--- config.mk ---
export PLATFORM = sky130hd
export DESIGN_NAME = windowed_exit_parking_queue
export DESIGN_NICKNAME = d
export VERILOG_FILES = /design/src/wepq_pkg.sv /design/src/wepq_regs.sv /design/src/wepq_ctrl.sv /design/src/wepq_dp.sv /design/src/windowed_exit_parking_queue.sv
export SDC_FILE = /design/constraint.sdc
export NUM_CORES = 1
export LEC_CHECK = 0
export BUFFER_PORTS_ARGS = -buffer_cell sky130_fd_sc_hd__buf_2
export CORE_MARGIN = 3
export CORE_UTILIZATION = 35
export DETAILED_ROUTE_END_ITERATION = 16
export SYNTH_ARGS = -nofsm -noshare
export SYNTH_HDL_FRONTEND = slang
export SYNTH_SLANG_ARGS = --single-unit
--- constraint.sdc ---
create_clock -name clk -period 8.2 [get_ports clk]
set_clock_uncertainty 0.2 [all_clocks]
set_input_delay 1.64 -clock clk [delete_from_list [all_inputs] [get_ports clk]]
set_output_delay 1.64 -clock clk [all_outputs]
set_load 0.1 [all_outputs]
--- src/wepq_pkg.sv ---
// shared types and constants for the windowed exit parking queue
// no dependencies; used by every module of the block by scoped names
package wepq_pkg;

    localparam int KEY_IN_W = 32;
    localparam int STATUS_W = 3;
    localparam int OCC_W    = 5;
    localparam int CAP_W    = 5;
    localparam int WIN_W    = 4;
    localparam int DATA_W   = 32;
    localparam int ADDR_W   = 3;

    localparam logic [CAP_W-1:0] CAP_RESET = 5'd16;
    localparam logic [WIN_W-1:0] WIN_RESET = 4'd1;

    typedef enum logic {
        REG_CAPACITY    = 1'b0,
        REG_EXIT_WINDOW = 1'b1
    } reg_index_t;

    typedef enum logic [STATUS_W-1:0] {
        ST_PARKED    = 3'd0,
        ST_FULL      = 3'd1,
        ST_DEPARTED  = 3'd2,
        ST_BLOCKED   = 3'd3,
        ST_NOT_FOUND = 3'd4
    } status_t;

    localparam logic OP_ARRIVE = 1'b0;
    localparam logic OP_DEPART = 1'b1;

    typedef struct packed {
        logic capture;
        logic commit;
    } cmd_t;

endpackage

--- src/wepq_regs.sv ---
// configuration registers behind the apb-style port: capacity and exit window
// depends on wepq_pkg
module wepq_regs (
    input  logic                          clk,
    input  logic                          rst_n,
    input  logic                          psel,
    input  logic                          penable,
    input  logic                          pwrite,
    input  logic [wepq_pkg::ADDR_W-1:0]   paddr,
    input  logic [wepq_pkg::DATA_W-1:0]   pwdata,
    output logic [wepq_pkg::DATA_W-1:0]   prdata,
    output logic                          pready,
    output logic [wepq_pkg::CAP_W-1:0]    capacity,
    output logic [wepq_pkg::WIN_W-1:0]    exit_window
);

    logic [wepq_pkg::CAP_W-1:0] capacity_reg;
    logic [wepq_pkg::WIN_W-1:0] exit_window_reg;
    logic                       wr_en;
    wepq_pkg::reg_index_t       reg_idx;

    assign pready  = 1'b1;
    assign wr_en   = psel && penable && pwrite && pready;
    assign reg_idx = wepq_pkg::reg_index_t'(paddr[2]);

    always_ff @(posedge clk or negedge rst_n)
    begin
        if (!rst_n)
        begin
            capacity_reg    <= wepq_pkg::CAP_RESET;
            exit_window_reg <= wepq_pkg::WIN_RESET;
        end
        else if (wr_en)
        begin
            unique case (reg_idx)
                wepq_pkg::REG_CAPACITY:
                    capacity_reg <= pwdata[wepq_pkg::CAP_W-1:0];
                wepq_pkg::REG_EXIT_WINDOW:
                    exit_window_reg <= pwdata[wepq_pkg::WIN_W-1:0];
                default:
                    capacity_reg <= capacity_reg;
            endcase
        end
    end

    always_comb
    begin
        unique case (reg_idx)
            wepq_pkg::REG_CAPACITY:
                prdata = wepq_pkg::DATA_W'(capacity_reg);
            wepq_pkg::REG_EXIT_WINDOW:
                prdata = wepq_pkg::DATA_W'(exit_window_reg);
            default:
                prdata = '0;
        endcase
    end

    assign capacity    = capacity_reg;
    assign exit_window = exit_window_reg;

endmodule

--- src/wepq_ctrl.sv ---
// controller: sequences capture and commit of one transaction, owns both handshakes
// depends on wepq_pkg
module wepq_ctrl (
    input  logic           clk,
    input  logic           rst_n,
    input  logic           in_valid,
    output logic           in_ready,
    output logic           out_valid,
    input  logic           out_ready,
    output wepq_pkg::cmd_t cmd
);

    typedef enum logic [1:0] {
        S_IDLE = 2'b01,
        S_EVAL = 2'b10
    } state_t;

    state_t state_reg;
    state_t state_next;
    logic   out_valid_reg;
    logic   out_valid_next;

    assign in_ready    = (state_reg == S_IDLE);
    assign cmd.capture = in_valid && in_ready;
    assign cmd.commit  = (state_reg == S_EVAL) && (!out_valid_reg || out_ready);

    always_comb
    begin
        state_next = state_reg;
        unique case (state_reg)
            S_IDLE:
            begin
                if (cmd.capture)
                    state_next = S_EVAL;
            end
            S_EVAL:
            begin
                if (cmd.commit)
                    state_next = S_IDLE;
            end
            default:
                state_next = S_IDLE;
        endcase
    end

    always_comb
    begin
        priority if (cmd.commit)
            out_valid_next = 1'b1;
        else if (out_ready)
            out_valid_next = 1'b0;
        else
            out_valid_next = out_valid_reg;
    end

    always_ff @(posedge clk or negedge rst_n)
    begin
        if (!rst_n)
        begin
            state_reg     <= S_IDLE;
            out_valid_reg <= 1'b0;
        end
        else
        begin
            state_reg     <= state_next;
            out_valid_reg <= out_valid_next;
        end
    end

    assign out_valid = out_valid_reg;

endmodule

--- src/wepq_dp.sv ---
// datapath: lane of key slots, parallel compare, priority pick, close-gap shift, result register
// depends on wepq_pkg
module wepq_dp #(
    parameter int DEPTH     = 16,
    parameter int KEY_WIDTH = 32
) (
    input  logic                            clk,
    input  logic                            rst_n,
    input  wepq_pkg::cmd_t                  cmd,
    input  logic                            op,
    input  logic [wepq_pkg::KEY_IN_W-1:0]   car_key,
    input  logic [wepq_pkg::CAP_W-1:0]      capacity,
    input  logic [wepq_pkg::WIN_W-1:0]      exit_window,
    output logic [wepq_pkg::STATUS_W-1:0]   status,
    output logic [wepq_pkg::OCC_W-1:0]      occupancy,
    output logic [wepq_pkg::OCC_W-1:0]      match_position
);

    localparam int CW   = $clog2(DEPTH + 1);
    localparam int IW   = $clog2(DEPTH);
    localparam int CMPW = (CW > wepq_pkg::CAP_W) ? CW : wepq_pkg::CAP_W;

    logic [KEY_WIDTH-1:0]          slot_reg [DEPTH];
    logic [CW-1:0]                 count_reg;
    logic [CW-1:0]                 count_next;
    logic                          op_reg;
    logic [KEY_WIDTH-1:0]          key_reg;
    logic [KEY_WIDTH-1:0]          key_in;
    logic [DEPTH-1:0]              match_reg;
    logic [DEPTH-1:0]              match_next;
    logic                          hit_found;
    logic [IW-1:0]                 hit_idx;
    logic [CW-1:0]                 hit_pos;
    logic                          lane_full;
    logic                          window_blocked;
    logic                          arrive_ok;
    logic                          depart_ok;
    wepq_pkg::status_t             status_next;
    logic [CW-1:0]                 pos_next;
    logic [wepq_pkg::STATUS_W-1:0] status_reg;
    logic [wepq_pkg::OCC_W-1:0]    occ_reg;
    logic [wepq_pkg::OCC_W-1:0]    pos_reg;

    assign key_in = KEY_WIDTH'(car_key);

    // compare against occupied slots only
    always_comb
    begin
        for (int i = 0; i < DEPTH; i++)
            match_next[i] = (slot_reg[i] == key_in) && (CW'(i) < count_reg);
    end

    // first match from the head
    always_comb
    begin
        hit_found = |match_reg;
        hit_idx   = '0;
        for (int i = DEPTH - 1; i >= 0; i--)
        begin
            if (match_reg[i])
                hit_idx = IW'(i);
        end
    end

    assign hit_pos        = CW'(hit_idx) + CW'(1);
    assign lane_full      = (CMPW'(count_reg) >= CMPW'(capacity))
                            || (count_reg == CW'(DEPTH));
    assign window_blocked = CMPW'(hit_pos) > CMPW'(exit_window);
    assign arrive_ok      = (op_reg == wepq_pkg::OP_ARRIVE) && !lane_full;
    assign depart_ok      = (op_reg == wepq_pkg::OP_DEPART) && hit_found
                            && !window_blocked;

    always_comb
    begin
        count_next  = count_reg;
        pos_next    = '0;
        status_next = wepq_pkg::ST_NOT_FOUND;
        priority if (op_reg == wepq_pkg::OP_ARRIVE)
        begin
            if (lane_full)
                status_next = wepq_pkg::ST_FULL;
            else
            begin
                status_next = wepq_pkg::ST_PARKED;
                count_next  = count_reg + CW'(1);
                pos_next    = count_reg + CW'(1);
            end
        end
        else if (hit_found)
        begin
            pos_next = hit_pos;
            if (window_blocked)
                status_next = wepq_pkg::ST_BLOCKED;
            else
            begin
                status_next = wepq_pkg::ST_DEPARTED;
                count_next  = count_reg - CW'(1);
            end
        end
        else
            status_next = wepq_pkg::ST_NOT_FOUND;
    end

    always_ff @(posedge clk or negedge rst_n)
    begin
        if (!rst_n)
            count_reg <= '0;
        else if (cmd.commit)
            count_reg <= count_next;
    end

    // lane slots: append at the tail or close the gap toward the head
    always_ff @(posedge clk)
    begin
        if (cmd.commit)
        begin
            for (int i = 0; i < DEPTH; i++)
            begin
                if (depart_ok && (i < DEPTH - 1) && (IW'(i) >= hit_idx))
                    slot_reg[i] <= slot_reg[(i + 1) % DEPTH];
                else if (arrive_ok && (count_reg == CW'(i)))
                    slot_reg[i] <= key_reg;
            end
        end
    end

    always_ff @(posedge clk)
    begin
        if (cmd.capture)
        begin
            op_reg    <= op;
            key_reg   <= key_in;
            match_reg <= match_next;
        end
        if (cmd.commit)
        begin
            status_reg <= status_next;
            occ_reg    <= wepq_pkg::OCC_W'(count_next);
            pos_reg    <= wepq_pkg::OCC_W'(pos_next);
        end
    end

    assign status         = status_reg;
    assign occupancy      = occ_reg;
    assign match_position = pos_reg;

endmodule

--- src/windowed_exit_parking_queue.sv ---
// top level of the windowed exit parking queue: registers, controller and datapath
// depends on wepq_pkg, wepq_regs, wepq_ctrl, wepq_dp
//
//  channel   handshake             payload
//  input     in_valid / in_ready   op, car_key
//  output    out_valid / out_ready status, occupancy, match_position
//  config    apb psel/penable      paddr, pwdata, prdata (capacity at 0, exit_window at 4)
//
// a transaction is captured and then committed: the capture registers the compare of every slot against the key,
// the commit picks the first match, updates the lane and loads the result register
// one transaction is in flight at a time; in_ready rises again after the commit cycle
// the commit waits while a previous result is still held on the output
// rst_n clears the occupancy, the handshake state and the registers; no clearing pass
module windowed_exit_parking_queue #(
    parameter int DEPTH     = 16,
    parameter int KEY_WIDTH = 32
) (
    input  logic                            clk,
    input  logic                            rst_n,
    input  logic                            in_valid,
    output logic                            in_ready,
    input  logic                            op,
    input  logic [wepq_pkg::KEY_IN_W-1:0]   car_key,
    output logic                            out_valid,
    input  logic                            out_ready,
    output logic [wepq_pkg::STATUS_W-1:0]   status,
    output logic [wepq_pkg::OCC_W-1:0]      occupancy,
    output logic [wepq_pkg::OCC_W-1:0]      match_position,
    input  logic                            psel,
    input  logic                            penable,
    input  logic                            pwrite,
    input  logic [wepq_pkg::ADDR_W-1:0]     paddr,
    input  logic [wepq_pkg::DATA_W-1:0]     pwdata,
    output logic [wepq_pkg::DATA_W-1:0]     prdata,
    output logic                            pready
);

    wepq_pkg::cmd_t             cmd;
    logic [wepq_pkg::CAP_W-1:0] capacity;
    logic [wepq_pkg::WIN_W-1:0] exit_window;

    wepq_regs u_regs (
        .clk         (clk),
        .rst_n       (rst_n),
        .psel        (psel),
        .penable     (penable),
        .pwrite      (pwrite),
        .paddr       (paddr),
        .pwdata      (pwdata),
        .prdata      (prdata),
        .pready      (pready),
        .capacity    (capacity),
        .exit_window (exit_window)
    );

    wepq_ctrl u_ctrl (
        .clk       (clk),
        .rst_n     (rst_n),
        .in_valid  (in_valid),
        .in_ready  (in_ready),
        .out_valid (out_valid),
        .out_ready (out_ready),
        .cmd       (cmd)
    );

    wepq_dp #(
        .DEPTH     (DEPTH),
        .KEY_WIDTH (KEY_WIDTH)
    ) u_dp (
        .clk            (clk),
        .rst_n          (rst_n),
        .cmd            (cmd),
        .op             (op),
        .car_key        (car_key),
        .capacity       (capacity),
        .exit_window    (exit_window),
        .status         (status),
        .occupancy      (occupancy),
        .match_position (match_position)
    );

endmodule

==> impl_metrics.json, run 1 <==
{
  "clk_pin_slew_ns": 0.06,
  "top_layer": "met5",
  "fin_crit_sh_pct": 70.3,
  "dp_hpwl_mm": 67.9,
  "path_max_fanout": 32,
  "switching_share_pct": 28.7,
  "gr-usage-all-layers_pct": 20.6,
  "p_int_mw": 5.36,
  "setup.worst_path.end_class": "flip-flop",
  "wl_mm": 98.5,
  "synth_edf_count": 574,
  "wl_met3_mm": 7.50,
  "post_cts_buffers": 0,
  "insertion_delay_ns": 0.62,
  "place.gp.congestion": 0.894,
  "dieArea_mm2": 0.0933,
  "cts-htree-levels": 3,
  "grt_overflow": 0,
  "r2r-start": "u_dp.match_reg[8]",
  "tightest_slew_ns": 1.44,
  "postCtsResizedCells": 0,
  "outcome": "complete, no violations",
  "powerDensity_mw_per_mm2": 216,
  "crit_start": "u_dp.match_reg[8]",
  "drive_gt1_share_pct": 31.5,
  "clkSinkCount": 591,
  "crit_path_start_kind": "flip-flop",
  "synth-seq-cells": 591,
  "initialDrtViolationCount": 1858,
  "placementRows": 109,
  "port_buffers": 65,
  "clock_path_buffers": 3,
  "yosys_warnings": 0,
  "cp.arrival_ns": 5.76,
  "num_vias": 18769,
  "hold_viol": 0,
  "rsz0062_at_grt": "no",
  "ys.flop_type": "edfxtp_1",
  "whs_ns": 0.308,
  "peakVddDrop_v": 0.000141,
  "coreArea_mm2": 0.0886,
  "crit_type": "reg2reg",
  "slew_headroom_pct": 2.86,
  "m1WireLength_mm": 44.0,
  "layout_commonest_cell": "edfxtp_1",
  "hp-class": "reg2reg",
  "yosysSeqAreaShare_pct": 56.3,
  "die_y_um": 305,
  "power_leakage_nw": 11.5,
  "drc_errors": 0,
  "crit_required_ns": 8.20,
  "min-delay-start": "u_regs.capacity[3]",
  "async_flop_share_pct": 2.88,
  "routedWlPerCell_um": 28.7,
  "routed-wl-met2_mm": 43.8,
  "largest_reg_flops": 512,
  "io-pin-count": 123,
  "cts_root_buffer": "clkbuf_16",
  "grt_pass1_vias": 18833,
  "nets": 2308,
  "slew_viol_final": 0,
  "cts_buffers": 66,
  "p_total_mw": 7.51,
  "start_util_pct": 35.4,
  "synthToLayoutAreaGrowth_pct": 11.1,
  "finalSetupTns_ns": 0,
  "power_frac_comb_pct": 14.0,
  "clock.fmax_ghz": 0.174,
  "syn-cell-area_mm2": 0.0314,
  "grt_pass1_wl_mm": 140,
  "synth_cell_type_count": 63,
  "ctsHoldBuffers": 0,
  "via_per_inst": 5.47,
  "die_w_um": 305,
  "period_minus_slack_ns": 5.76,
  "mostFrequentLayoutCells": "edfxtp_1 (574), mux2_2 (452), xor2_1 (280)",
  "netlist_instances": 2197,
  "clkPwrFrac_pct": 38.1,
  "setup_violations": 0,
  "cts_tree": "built",
  "synth.avg_cell_area_um2": 14.3,
  "switching_power_mw": 2.15,
  "cap_violations": 0,
  "antenna_found_initial": 3,
  "grt_max_degree": 50,
  "p_seq_share_pct": 47.8,
  "first_pass_iters": 5,
  "ant_nets": 0
}
cells in the mapped netlist (5+ instances only):
cell type,n,area share (%)
o21bai_1,5,0.12
or3_1,6,0.12
nand3_1,21,0.34
o21ai_0,19,0.30
xor2_1,280,7.8
nor2b_1,6,0.12
ha_1,18,0.72
mux2_4,29,1.4
clkbuf_1,94,1.1
xnor2_1,242,6.8
edfxtp_1,574,55
dfrtp_1,14,1.1
nor2_1,19,0.23
a21oi_1,15,0.24
buf_1,12,0.14
buf_4,40,0.96
buf_2,31,0.49
buf_6,6,0.22
mux2_1,9,0.32
or4_1,9,0.22
nand4_1,71,1.4
o22ai_1,5,0.10
nand2_1,35,0.42
inv_1,20,0.24
nand2b_1,10,0.20
nor3_1,14,0.22
nor4_1,83,1.7
mux2_2,452,16
critical path: stages (launching register included):
cell and delay [ns]:
edfxtp_1 0.41, or4_1 0.60, o21bai_1 0.17, nor4b_1 0.91
o21ai_0 0.27, xor2_1 0.34, ha_1 0.30, and2_1 0.17
o21ai_0 0.13, a32oi_1 0.16, or3_1 0.64, o21ai_4 1.02
cell type report:
cell class,count,area (um^2)
diodes,1,2.50
clock buffers,82,1800
clock inverters,34,241
fillers,8281,53800
inverters,21,78.8
multi-input cells,1428,13000
flip-flops and latches,591,17700
well taps,1165,1460
repair buffers,107,641
kinds of logic after synthesis:
| group | share of synthesized area [%] |
|---|---|
| flip-flops | 56.3 |
| XOR/XNOR | 14.6 |
| multiplexers | 18.0 |
| AND/OR/NAND/NOR | 5.58 |
| buffers and inverters | 3.19 |
| AO/OA/AOI/OAI | 1.65 |
| adder cells (fa/ha/maj) | 0.718 |
| other | 0.0239 |
power groups by stage:
stage / registers [mW] / clock network, mW / logic [mW]
6_report: 3.59 / 2.87 / 1.06
5_1_grt: 3.60 / 3.02 / 1.12
4_1_cts: 3.59 / 2.90 / 1.04
3_5_place_dp: 3.65 / 0 / 1.04
3_3_place_gp: 3.65 / 0 / 1.03
2_1_floorplan: 3.60 / 0 / 0.686
path summary, 6_finish.rpt:
check	endpoint	slack (ns)	cells after the start
max reg2reg	u_dp.slot_reg[2][2]	2.44	11
max	u_dp.slot_reg[2][2]	2.44	11
min reg2reg	u_regs.capacity[3]	0.31	1
min	u_regs.capacity[3]	0.31	1
min in group asynchronous	u_ctrl.out_valid	0.75	1
max in group asynchronous	u_regs.capacity[4]	6.70	1
routing by layer:
metal	vias to the layer above	GRT usage [%]
li1	8120	-
met1	9676	29.3
met2	798	31.7
met3	173	4.18
met4	2	6.53
met5	-	0
per-stage QoR:
stage	util (%)	cell area, um^2	setup WS [ns]	cells
2_1_floorplan	-	31500	2.19	2223
3_3_place_gp	37.0	32800	2.57	3312
3_5_place_dp	37.0	32800	2.51	3312
4_1_cts	39.3	34900	2.46	3428
5_1_grt	39.3	34900	2.09	3428
6_report	39.3	34900	2.44	3429
Power figures use the tool's default switching activity.
==> run 2: changes to the inputs <==
- clock period: 8.2 -> 4.88 ns (I/O delays scaled with it)
==> run 2 against run 1 <==
Compared with the run above: wire length shrank 11%; critical endpoint is now u_dp.slot_reg[2][90]; core utilization rose by 0.62 points; via count fell by 3.9%; worst setup slack worse by 2.3 ns; largest power group unchanged; worst hold slack got worse by 0.23 ns; design area increased by 1.6%; maximum frequency up 22%; register-to-register slack got worse by 2.3 ns; critical path depth rose by 1; clock power grew 68%.
==> impl_metrics.json, run 2 (same netlist as run 1, synthesis figures left out) <==
{
  "outcome": "complete, no violations",
  "layout.cells.non_filler": 3461,
  "insertion_delay_ns": 0.62,
  "die_y_um": 305,
  "hold_viol": 0,
  "routedWlPerCell_um": 25.3,
  "grt_max_degree": 50,
  "via_per_inst": 5.21,
  "path_max_fanout": 32,
  "grt_overflow": 0,
  "pre_cts_slack_ns": 0.290,
  "power_leakage_nw": 11.8,
  "drc_errors": 0,
  "initialDrtViolationCount": 1395,
  "whs_ns": 0.0784,
  "dieArea_mm2": 0.0933,
  "slew_viol_final": 0,
  "num_vias": 18028,
  "largest_reg_flops": 512,
  "synthToLayoutAreaGrowth_pct": 12.9,
  "hp-class": "in2async",
  "clock_path_buffers": 3,
  "first_pass_iters": 5,
  "top_layer": "met4",
  "tightest_slew_ns": 1.03,
  "drive_gt1_share_pct": 33.1,
  "period_minus_slack_ns": 4.70,
  "setup_violations": 0,
  "grt_pass1_vias": 18397,
  "crit_chain": "or4_4 > o21bai_1 > nor4b_2 > o21ai_1 > xor2_1 > ha_1 > and2_4 > o21ai_2 > a32oi_1 > or3_1 > o211ai_1 > buf_12",
  "antenna_found_initial": 5,
  "io-pin-count": 123,
  "cp_slowest_cell": "or3_1",
  "gr-usage-all-layers_pct": 18.5,
  "p_total_mw": 12.6,
  "powerDensity_mw_per_mm2": 356,
  "slew_headroom_pct": 31.4,
  "wl_met3_mm": 4.47,
  "coreArea_mm2": 0.0886,
  "setup_ws_ns": 0.176,
  "clock.fmax_ghz": 0.213,
  "crit_type": "reg2reg",
  "peakVddDrop_v": 0.000291,
  "post_cts_buffers": 0,
  "start_util_pct": 35.4,
  "dp_hpwl_mm": 67.6,
  "nets": 2340,
  "cp.arrival_ns": 4.82,
  "clkSinkCount": 591,
  "critPathTopFamily": "simple AND/OR/NAND/NOR gates",
  "ant_nets": 0,
  "fin_crit_sh_pct": 96.4,
  "port_buffers": 65,
  "place.gp.congestion": 0.880,
  "m1WireLength_mm": 38.6,
  "finalSetupTns_ns": 0,
  "cts_root_buffer": "clkbuf_16",
  "setup.worst_path.end_class": "flip-flop",
  "clk_pin_slew_ns": 0.07,
  "cts_buffers": 60,
  "cts-htree-levels": 2,
  "rsz0062_at_grt": "no",
  "postCtsResizedCells": 0,
  "wl_mm": 87.7,
  "grt_pass1_wl_mm": 128,
  "layout_commonest_cell": "edfxtp_1",
  "cap_violations": 0,
  "routed-wl-met2_mm": 41.3,
  "cts_tree": "built",
  "placementRows": 109,
  "cp_slowest_stage_delay_ns": 0.69,
  "ctsHoldBuffers": 0,
  "crit_buf_inv": 1,
  "crit_required_ns": 4.99,
  "crit_path_start_kind": "flip-flop",
  "mostFrequentLayoutCells": "edfxtp_1 (574), mux2_2 (452), xor2_1 (280)",
  "die_w_um": 305,
  "dp_cells": 3350
}
-- run 2: worst paths after layout --
path	startpoint	end	slack [ns]	cells after the start
hold reg to reg	u_regs.capacity[1]	u_regs.capacity[1]	0.32	1
max in group asynchronous	rst_n	u_regs.exit_window[0]	4.06	1
setup / recovery	u_dp.match_reg[9]	u_dp.slot_reg[2][90]	0.18	12
setup reg to reg	u_dp.match_reg[9]	u_dp.slot_reg[2][90]	0.18	12
min in group clk	u_regs.capacity[1]	u_regs.capacity[1]	0.32	1
hold / removal	rst_n	u_ctrl.out_valid	0.08	1
-- run 2: power breakdown --
group | switching [mW] | internal, mW | leakage [nW] | total, mW
Clock | 1.98 | 2.82 | 0.985 | 4.81
Sequential | 0.243 | 5.77 | 5.41 | 6.02
Combinational | 1.26 | 0.534 | 5.39 | 1.79
Total | 3.48 | 9.13 | 11.8 | 12.6
-- run 2: area by class of cell --
type | count | area [um^2]
Timing Repair Buffer | 145 | 1150
Sequential cell | 591 | 17700
Tap cell | 1165 | 1460
Multi-Input combinational cell | 1428 | 13000
Clock inverter | 33 | 388
Antenna cell | 1 | 2.50
Fill cell | 8161 | 53200
Inverter | 21 | 78.8
Clock buffer | 77 | 1640
-- run 2: worst reg2reg max path, delay by kind of cell, from the launching register on --
family / cells / cell delay [ns]
fa+ha+maj: 1 / 0.32
simple gates: 4 / 1.87
xor+xnor: 1 / 0.36
compound gates: 5 / 0.95
buf+inv: 1 / 0.24
flops: 1 / 0.43
-- run 2: per-layer routing --
layer / global-route usage (%) / vias to the layer above
met5: 0 / -
met4: 6.57 / 0
met3: 2.56 / 143
met2: 30.5 / 542
met1: 25.1 / 9170
li1: - / 8173
-- run 2: through the flow --
stage                     cell area [um^2]  util (%)
final                                35400      39.9
after global routing                 35400      39.9
after CTS                            35400      39.9
after detailed placement             33400      37.7
after global placement               33400      37.7
after floorplan                      31500         -
==> run 3: changes to the inputs <==
- MAX_ROUTING_LAYER: default -> met4
==> run 3 against run 2 <==
Compared with the run above: sequential power about the same; flip-flop and latch count is the same; critical path depth fell by 2; clock-buffer cell count up 6; die area is the same; total power is 3.7% lower; critical path type unchanged; critical endpoint is now u_dp.slot_reg[1][9].
==> impl_metrics.json, run 3 (same netlist as run 1, synthesis figures left out) <==
{
  "rsz0062_at_grt": "no",
  "r2r_cells": 10,
  "peakVddDrop_v": 0.000261,
  "p_total_mw": 12.1,
  "routedWlPerCell_um": 25.5,
  "fillers": 8263,
  "synthToLayoutAreaGrowth_pct": 12.0,
  "drive_gt1_share_pct": 32.8,
  "clkPwrFrac_pct": 35.6,
  "power_leakage_nw": 11.7,
  "cp_num_cells": 10,
  "setup_violations": 0,
  "cp.arrival_ns": 4.52,
  "largest_reg_flops": 512,
  "antenna_found_initial": 5,
  "grt_pass1_wl_mm": 129,
  "placementRows": 109,
  "clock_path_buffers": 3,
  "coreArea_mm2": 0.0886,
  "first_pass_iters": 5,
  "tightest_slew_ns": 1.09,
  "ant_nets": 0,
  "final_util_pct": 39.6,
  "finalSetupTns_ns": 0,
  "crit_buf_inv": 1,
  "initialDrtViolationCount": 1357,
  "pre_cts_slack_ns": 0.306,
  "start_util_pct": 35.4,
  "drc_errors": 0,
  "critPathTopFamily": "simple AND/OR/NAND/NOR gates",
  "p_seq_share_pct": 49.5,
  "wl_mm": 88.2,
  "path_max_fanout": 32,
  "cts_root_buffer": "clkbuf_16",
  "die_w_um": 305,
  "insertion_delay_ns": 0.63,
  "io-pin-count": 123,
  "crit_path_start_kind": "flip-flop",
  "grt_max_degree": 50,
  "cts-htree-levels": 2,
  "powerDensity_mw_per_mm2": 346,
  "via_per_inst": 5.23,
  "hold_viol": 0,
  "cp_slowest_stage_delay_ns": 0.64,
  "slew_viol_final": 0,
  "gr-usage-all-layers_pct": 19.2,
  "crit_type": "reg2reg",
  "hp-class": "in2async",
  "mostFrequentLayoutCells": "edfxtp_1 (574), mux2_2 (452), xor2_1 (280)",
  "nets": 2339,
  "dp_hpwl_mm": 67.7,
  "crit_chain": "or4_1 > nor4b_2 > o21ai_1 > xor2_1 > ha_1 > a21oi_1 > a32oi_1 > or3_1 > o21ai_4 > buf_4",
  "cp_slowest_cell": "or4_1",
  "grt_overflow": 0,
  "cts_tree": "built",
  "clock.fmax_ghz": 0.225,
  "outcome": "complete, no violations",
  "clk_pin_slew_ns": 0.07,
  "setup_ws_ns": 0.428,
  "num_vias": 18100,
  "period_minus_slack_ns": 4.45,
  "crit_required_ns": 4.95,
  "grt_pass1_vias": 18670,
  "die_y_um": 305,
  "fin_crit_sh_pct": 91.2,
  "p_int_mw": 8.68,
  "switching_share_pct": 28.6,
  "cap_violations": 0,
  "clkSinkCount": 591,
  "place.gp.congestion": 0.894,
  "power_frac_comb_pct": 14.9,
  "slew_headroom_pct": 26.6,
  "port_buffers": 65,
  "layout_commonest_cell": "edfxtp_1",
  "switching_power_mw": 3.47,
  "dieArea_mm2": 0.0933,
  "cts_buffers": 60,
  "setup.worst_path.end_class": "flip-flop",
  "ctsHoldBuffers": 0
}
[run 3: power groups by stage]
stage / sequential (mW) / combinational (mW) / clock [mW]
after floorplan: 6.05 / 1.17 / 0
after global placement: 6.11 / 1.77 / 0
after detailed placement: 6.12 / 1.79 / 0
after CTS: 6.01 / 1.80 / 4.39
after global routing: 6.04 / 1.91 / 4.60
final: 6.02 / 1.81 / 4.33
[run 3: final cells by class]
cell class	count	area (um^2)	share of cell area [%]
inverter	21	78.8	0.224
antenna	1	2.50	0.00712
timing repair buffer	144	1130	3.22
clock inverter	25	145	0.413
multi-input combinational	1428	13000	37.1
sequential	591	17700	50.3
tap	1165	1460	4.15
clock buffer	83	1630	4.64
[run 3: final timing paths]
check,from,endpoint,slack [ns]
min in group clk,u_regs.capacity[3],u_regs.capacity[3],0.31
hold reg to reg,u_regs.capacity[3],u_regs.capacity[3],0.31
setup / recovery,u_dp.match_reg[0],u_dp.slot_reg[1][9],0.43
hold / removal,rst_n,u_dp.count_reg[1],0.08
max in group asynchronous,rst_n,u_regs.exit_window[0],4.07
setup reg to reg,u_dp.match_reg[0],u_dp.slot_reg[1][9],0.43
[run 3: timing repair]
item	4_1_cts	5_1_grt
setup endpoints to repair	0	32
buffers inserted	0	0
gates resized for setup	0	1
[run 3: per-layer routing]
metal	vias to the layer above	global-route usage [%]	wire [um]
met3	143	2.43	4270
met5	-	-	0
met1	9232	25.4	39100
li1	8197	-	-
met2	528	30.5	41400
met4	0	6.69	3370
[run 3: stage by stage]
step	std cells	hold WS [ns]	area, um^2
final	3458	0.0753	35100
after global placement	3349	0.290	33400
after global routing	3458	0.0876	35100
after floorplan	2223	0.279	31500
after CTS	3457	0.0552	35100
after detailed placement	3349	0.298	33400
